--- src/sv/dtq_pkg.sv ---
// Package for the delta timer queue: widths, opcodes, status codes, cell types.
// No dependencies.
package dtq_pkg;
	localparam int TASK_COUNT = 64;
	localparam int TICK_BITS  = 32;
	localparam int ID_BITS    = 6;
	localparam int POS_BITS   = $clog2(TASK_COUNT + 1);

	typedef enum logic [1:0] {
		OP_INSERT = 2'd0,
		OP_REMOVE = 2'd1,
		OP_PEEK   = 2'd2,
		OP_TAKE   = 2'd3
	} op_t;

	typedef enum logic [1:0] {
		ST_DONE   = 2'd0,
		ST_EMPTY  = 2'd1,
		ST_QUEUED = 2'd2,
		ST_ABSENT = 2'd3
	} status_t;

	typedef enum logic [1:0] {
		CMD_HOLD   = 2'd0,
		CMD_INSERT = 2'd1,
		CMD_REMOVE = 2'd2,
		CMD_TAKE   = 2'd3
	} cmd_kind_t;

	typedef struct packed {
		cmd_kind_t              kind;
		logic [ID_BITS-1:0]     task_id;
		logic [TICK_BITS-1:0]   ticks;
	} cmd_t;

	typedef struct packed {
		logic                   valid;
		logic [ID_BITS-1:0]     task_id;
		logic [TICK_BITS-1:0]   delta;
	} slot_t;

	typedef struct packed {
		logic                   busy;
		logic                   found;
	} token_t;

	typedef enum logic [1:0] {
		FSM_IDLE = 2'd0,
		FSM_WALK = 2'd1,
		FSM_OUT  = 2'd2
	} fsm_t;
endpackage

--- src/sv/dtq_cell.sv ---
// One slot of the sorted queue; a command token ripples through the row one cell a cycle.
// Depends on dtq_pkg.
module dtq_cell (
	input  logic              clk,
	input  logic              arst_n,
	input  dtq_pkg::cmd_t     cmd_in,
	input  dtq_pkg::token_t   tok_in,
	input  dtq_pkg::slot_t    right_slot,
	output dtq_pkg::cmd_t     cmd_out,
	output dtq_pkg::token_t   tok_out,
	output dtq_pkg::slot_t    slot
);
	dtq_pkg::slot_t  slot_q;
	dtq_pkg::cmd_t   cmd_q;
	dtq_pkg::token_t tok_q;
	dtq_pkg::slot_t  slot_d;
	dtq_pkg::cmd_t   cmd_d;
	logic            found_d;

	// Insert: before found, subtract while ticks > delta; from the found cell on, take the
	// carried entry and carry own entry right; stop once an empty slot is filled.
	// Remove and take: at the match pull the right entry in; after found, shift left.
	// Remove adds own delta to the successor, take leaves it.
	always_comb begin
		slot_d  = slot_q;
		cmd_d   = cmd_in;
		found_d = tok_in.found;
		if (tok_in.busy) begin
			unique case (cmd_in.kind)
				dtq_pkg::CMD_INSERT: begin
					if (!tok_in.found && slot_q.valid && cmd_in.ticks > slot_q.delta) begin
						cmd_d.ticks = cmd_in.ticks - slot_q.delta;
					end else begin
						found_d        = 1'b1;
						slot_d.valid   = 1'b1;
						slot_d.task_id = cmd_in.task_id;
						slot_d.delta   = cmd_in.ticks;
						cmd_d.task_id  = slot_q.task_id;
						cmd_d.ticks    = tok_in.found ? slot_q.delta :
							slot_q.delta - cmd_in.ticks;
						if (!slot_q.valid)
							cmd_d.kind = dtq_pkg::CMD_HOLD;
					end
				end
				dtq_pkg::CMD_REMOVE, dtq_pkg::CMD_TAKE: begin
					if (tok_in.found) begin
						slot_d = right_slot;
					end else if (slot_q.valid && slot_q.task_id == cmd_in.task_id) begin
						found_d = 1'b1;
						slot_d  = right_slot;
						if (right_slot.valid && cmd_in.kind == dtq_pkg::CMD_REMOVE)
							slot_d.delta = right_slot.delta + slot_q.delta;
					end
				end
				default: ;
			endcase
		end
	end

	always_ff @(posedge clk or negedge arst_n) begin
		if (!arst_n) begin
			slot_q <= '0;
			tok_q  <= '0;
		end else begin
			slot_q <= slot_d;
			tok_q  <= '{busy: tok_in.busy, found: found_d};
		end
	end

	always_ff @(posedge clk) begin
		cmd_q <= cmd_d;
	end

	assign slot    = slot_q;
	assign cmd_out = cmd_q;
	assign tok_out = tok_q;
endmodule

--- config.mk ---
export PLATFORM = sky130hd
export DESIGN_NAME = dtq_cell
export DESIGN_NICKNAME = d
export VERILOG_FILES = /design/src/sv/dtq_pkg.sv /design/src/sv/dtq_cell.sv
export SDC_FILE = /design/constraint.sdc
export NUM_CORES = 1
export LEC_CHECK = 0
export BUFFER_PORTS_ARGS = -buffer_cell sky130_fd_sc_hd__buf_2
export CAP_MARGIN = 30
export CORE_MARGIN = 4
export CORE_UTILIZATION = 25
export DETAILED_ROUTE_END_ITERATION = 6
export PLACE_DENSITY = 0.53
export SYNTH_ARGS = -nofsm -noshare
export SYNTH_HDL_FRONTEND = slang
export SYNTH_SLANG_ARGS = --single-unit
export TNS_END_PERCENT = 20
--- constraint.sdc ---
create_clock -name clk -period 6.1 [get_ports clk]
set_clock_uncertainty 0.05 [all_clocks]
set_input_delay 0.305 -clock clk [delete_from_list [all_inputs] [get_ports clk]]
set_output_delay 0.305 -clock clk [all_outputs]
set_load 0.05 [all_outputs]
# == Word-level counts from Yosys, hierarchy flattened ==
# Index checks and enable logic that the tools add are counted.
# word_totals
regBits,81
input_bits,83
elab_cells,42
# op_classes
addsub,3
order_cmp,1
n_eq_ne,6
n_mux,16
reduce_logical,8
# op_table
op,count
39-bit 2-to-1 mux,3
32-bit 2-to-1 mux,3
40-bit 2-to-1 mux,2
39-bit case mux with 2 select lines,1
32-bit subtractor,2
32-bit adder,1
32-bit > comparator,1
8-bit 2-to-1 mux,1
6-bit equality test,1
2-bit equality test (second input constant),2
1-bit logical AND,4
1-bit 2-to-1 mux,4
4-bit AND reduction,1
3-bit != test (second input constant),1
2-bit by 1-bit equality test with 1-bit output (second input constant),1
2-bit 2-to-1 mux,1
2-bit != test (second input constant),1
1-bit case mux with 2 select lines,1
2-bit nonzero test,1
2-bit OR reduction,1
1-bit zero test,1

# == Depth between registers and ports, before layout ==
# depth
ltp_word,6
depth_mapped,14
depth_no_buf,13

# == Worst setup path after synthesis ==
# No wires, ideal clock.
# synth_path
kind,register -> register
from,"register slot_q, in the netlist slot[29]"
to,"register cmd_q, in the netlist cmd_out[26]"
setup_time_ps,128
t_arrival_ps,3077
required_ps,5922
path_slack_ps,2844
stages_incl_launch_ff,14
n_path_buf,2
synth_period_minus_slack_ps,3256
cell_sequence,dfrtp_1 ha_1 buf_6 a21oi_2 nor2b_1 or3_1 or4_1 o221ai_2 or2_1 buf_6 a2bb2oi_1 o22ai_1 a211oi_1 a21oi_1
# synth_rtl
item,line_no,rtl
start: declaration,dtq_cell.sv:13,dtq_pkg::slot_t slot_q;
start signal: assignment,dtq_cell.sv:65,slot_q <= slot_d;
end signal: assignment,dtq_cell.sv:71,cmd_q <= cmd_d;
end: declaration,dtq_cell.sv:14,dtq_pkg::cmd_t cmd_q;

==> results.md <==
- Post-layout min period: ~4100 ps
- Synth cell count leaders: a21oi_1 (130), o21ai_0 (110), nand2_1 (109), ha_1 (94), inv_1 (83)
- Root Buffer: clkbuf_16
- #FFs+latches synth: just over 80
- Most frequent cell after synthesis: a21oi_1
- Failing checks: hold timing
- Syn_nets: roughly 1400
- Mapped Area: between 0.008 and 0.009 mm²
- Period utilization: between 60 and 70%
- R2R cell count: 12
- Top cells by area, synth: ha_1 (13%), dfrtp_1 (12%), dfxtp_1 (9.1%), a21oi_1 (7.4%), o21ai_0 (6.2%)
- Complex-gate fraction of the synthesized area: 33.48%
- Hold Fails Final Rpt: 18
- Endpoints failing setup: 0
- R2r startpoint: slot[17]$_DFFE_PN0P_
- Post-synth EDFFs: 0
- Initial antenna violation count: 6
- Syn Inst Count: 1184
- Slowest stage delay, CP: 570 ps
- Finished Layout Cells: 1763
- Syn_area_per_cell: around 7.4 µm²
- DRT Wirelength: roughly 36000 µm
- Max-cap viol count: 0
- Cell variety after synth: 74
- Worst-path clk slew: ~80 ps
- Simple-gate share of the synthesized area: 16.40%
- Status: complete, but fails checks
- RSZ-0062 raised after global routing: false
- Yosys top cell by area: ha_1
- Post-CTS Setup Bufs: 0
- Fraction of layout cells with a size suffix above 1: 16.07%
- Std-Cell Rows: 68
- DR vias: approximately 9300
- CP endpoint kind: register
- Largest family of logic cells by synthesized area: compound AO/OA/AOI/OAI gates
- Slowest cell on crit path: ha_1
- Io pins: 164
- First-pass GRT wire length: approximately 55000 µm
- Placed cells: 1746
- Asr flop ratio synth: roughly half
- Reg2Reg Setup Slack: slightly above 2000 ps
- Synth-to-layout area growth: 17.55%
- Total track usage: between 10% and 20%
- Cts repair resizes: 0
- Starting Density: 25.47%
- Worst Max-Slew Pin Slew: 914.6 ps
- Sequential-to-total area share from yosys stat: 20.72%
- Required @ worst endpoint: 6340 ps
- Arr. time, crit path: 4290 ps
- Hold_buf cts: 0
- Clk buf depth: 2
- Initial DRC Count: 653
- Yosys top cell area share: roughly an eighth
- Footprint of the multi-input gates: 0.006392 mm²
- Worst skew pair latency: between 300 and 400 ps
- Ys Warns: 0
- CP Max Fanout: 27
- Routability congestion estimate: approximately 0.95
- Initial DRT Pass Iterations: 5
- Clock sink total: 81
- DRC: 0
- Slew HR: 38.48%
- Die Y: slightly below 200 µm
- # port buffers: roughly 160
- Worst hold slack: -18.24 ps
- Max Transition Viols Final: 0
- Setup_tns: 0 ps
- Adder-Cell Fraction of Synth Area: between 10% and 20%
- Fraction of synthesized area in multiplexers: ~1.8%
- Vias per inst: roughly 5.3
- CTS H-tree depth: 3
- Core footprint: between 0.03 and 0.04 mm²
- Leak: approximately 4.8 nW
- Vias in the first global route: between 9000 and 10000
- Worst r2r dst: cmd_out[2]$_DFF_P_
- DPL Wire Length: 28550 µm
- ANT nets after route: 0
- Gr ovfl total: 0
- Peak supply drop: ~0.15 mV
- Reg area: between 0.0015 and 0.002 mm²
- Worst setup SP type: register
- Die area: 0.03834 mm²
- TritonCTS Buffers: 9
- Worst Hold Class: in -> async
- Crit-path cells: ha_1 > nand2_1 > nor3_1 > o21ai_0 > a31oi_1 > o221ai_2 > nor2_2 > buf_4 > a22oi_1 > nand2_1 > o21ai_0 > a22oi_1
- Die Span X: just under 200 µm
- CTS tree: built
- Power Density: 416.8 mW/mm²
- Achievable Freq: approximately 250 MHz
- Critical path type: reg -> reg
- Routed WL per cell: 20.43 µm
- Synth Area in XOR/XNOR: under 10%
- Layout Nets: 1482
- Largest net degree at the start of global routing: a little under 50
- Number of fillers in the final layout: 3772
- Main synth FF type: dfrtp_1
## cell type report
cell class,instances,share of cell area (%)
Tap cell,455,5.492
Antenna cell,1,0.02414
Timing Repair Buffer,175,8.932
Clock buffer,9,2.173
Inverter,84,3.042
Clock inverter,7,1.050
Sequential cell,81,17.62
Multi-Input combinational cell,951,61.67
## state kept, by name, indices dropped and copies added (netlist names)
signal,cells
cmd_out,40
tok_out,2
slot,39
## report_power, final
| group | total [W] | switching, W | internal (W) |
|---|---|---|---|
| registers | 0.000821 | 0.000177 | 0.000644 |
| clock network | 0.000655 | 0.000286 | 0.000369 |
| logic | 0.00285 | 0.00187 | 0.000973 |
| total | 0.00432 | 0.00233 | 0.00199 |
## how the worst max path moves through the flow
| stage | from | endpoint | slack [ps] | cells past startpoint |
|---|---|---|---|---|
| 3_3_place_gp | cmd_in[19] | cmd_out[2]$_DFF_P_ | 1960 | 13 |
| 3_5_place_dp | slot[7]$_DFFE_PN0P_ | cmd_out[2]$_DFF_P_ | 2190 | 12 |
| 4_1_cts | slot[7]$_DFFE_PN0P_ | cmd_out[2]$_DFF_P_ | 2180 | 12 |
| 6_report | slot[17]$_DFFE_PN0P_ | cmd_out[2]$_DFF_P_ | 2050 | 12 |
| 5_1_grt | slot[17]$_DFFE_PN0P_ | cmd_out[2]$_DFF_P_ | 1880 | 12 |
| 2_1_floorplan | slot[29]$_DFFE_PN0P_ | cmd_out[26]$_DFF_P_ | 2840 | 13 |
## cell usage in the layout (no fill, tap or decap), types with 4 or more instances in the layout
master     Yosys  final
o21ai_0      110    110
nand2_1      109    109
a21boi_0       5      5
nand3_1       31     31
a211oi_1      28     28
clkbuf_16      0      9
dfrtp_1       41     41
o21bai_1      15     15
nor2_1        75     75
inv_1         83     83
ha_1          94     94
nand4_1       14     14
o22ai_1       14     14
and3_1         9      9
or3_1          4      4
a221oi_1      17     17
mux2i_1        9      9
a221o_1        5      5
dfxtp_1       40     40
a22oi_1       12     12
a31oi_1       16     16
nor2b_1       12     11
a21oi_1      130    130
xor2_1        26     26
nand2b_1      10     10
buf_2         23    163
buf_4          2     11
o21a_1        12     12
o211ai_1      18     18
xnor2_1       39     39
o221ai_1       8      8
mux2_2         6      6
a21o_1        39     39
nor3_1        20     20
## metal layers
layer	share of wire [%]	global-route usage (%)	wire, µm	vias up
met5	0.14	0	49	-
met4	3.3	5.922	1204	10
met3	6.9	3.709	2468	68
met2	44	28.82	15940	354
met1	45	24.94	16350	4339
li1	-	-	-	4547
## through the flow
step	setup WS, ps	power [W]	area [µm²]	util, %	hold WS (ps)
3_3_place_gp	1960	0.003618	10000	28.88	400.0
4_1_cts	2178	0.004313	10360	29.93	8.735
2_1_floorplan	2844	0.002893	8818	-	-40.59
5_1_grt	1877	0.004634	10370	29.94	47.57
3_5_place_dp	2185	0.003634	10030	28.96	406.7
6_report	2048	0.004321	10370	29.94	-18.24
## cells by family after synthesis
family / Yosys count
AND/OR/NAND/NOR: 308
buffers and inverters: 152
flip-flops: 81
adder cells (fa/ha/maj): 97
multiplexers: 15
AO/OA/AOI/OAI: 466
XOR/XNOR: 65
## worst max-delay path, delay by kind of cell, from the launching register on
| family | cells | cell delay, ps |
|---|---|---|
| adder cells (fa/ha/maj) | 1 | 570 |
| AO/OA/AOI/OAI | 6 | 1210 |
| buffers and inverters | 1 | 430 |
| AND/OR/NAND/NOR | 4 | 1220 |
| flip-flops | 1 | 490 |
(Power assumes the default switching activity.)
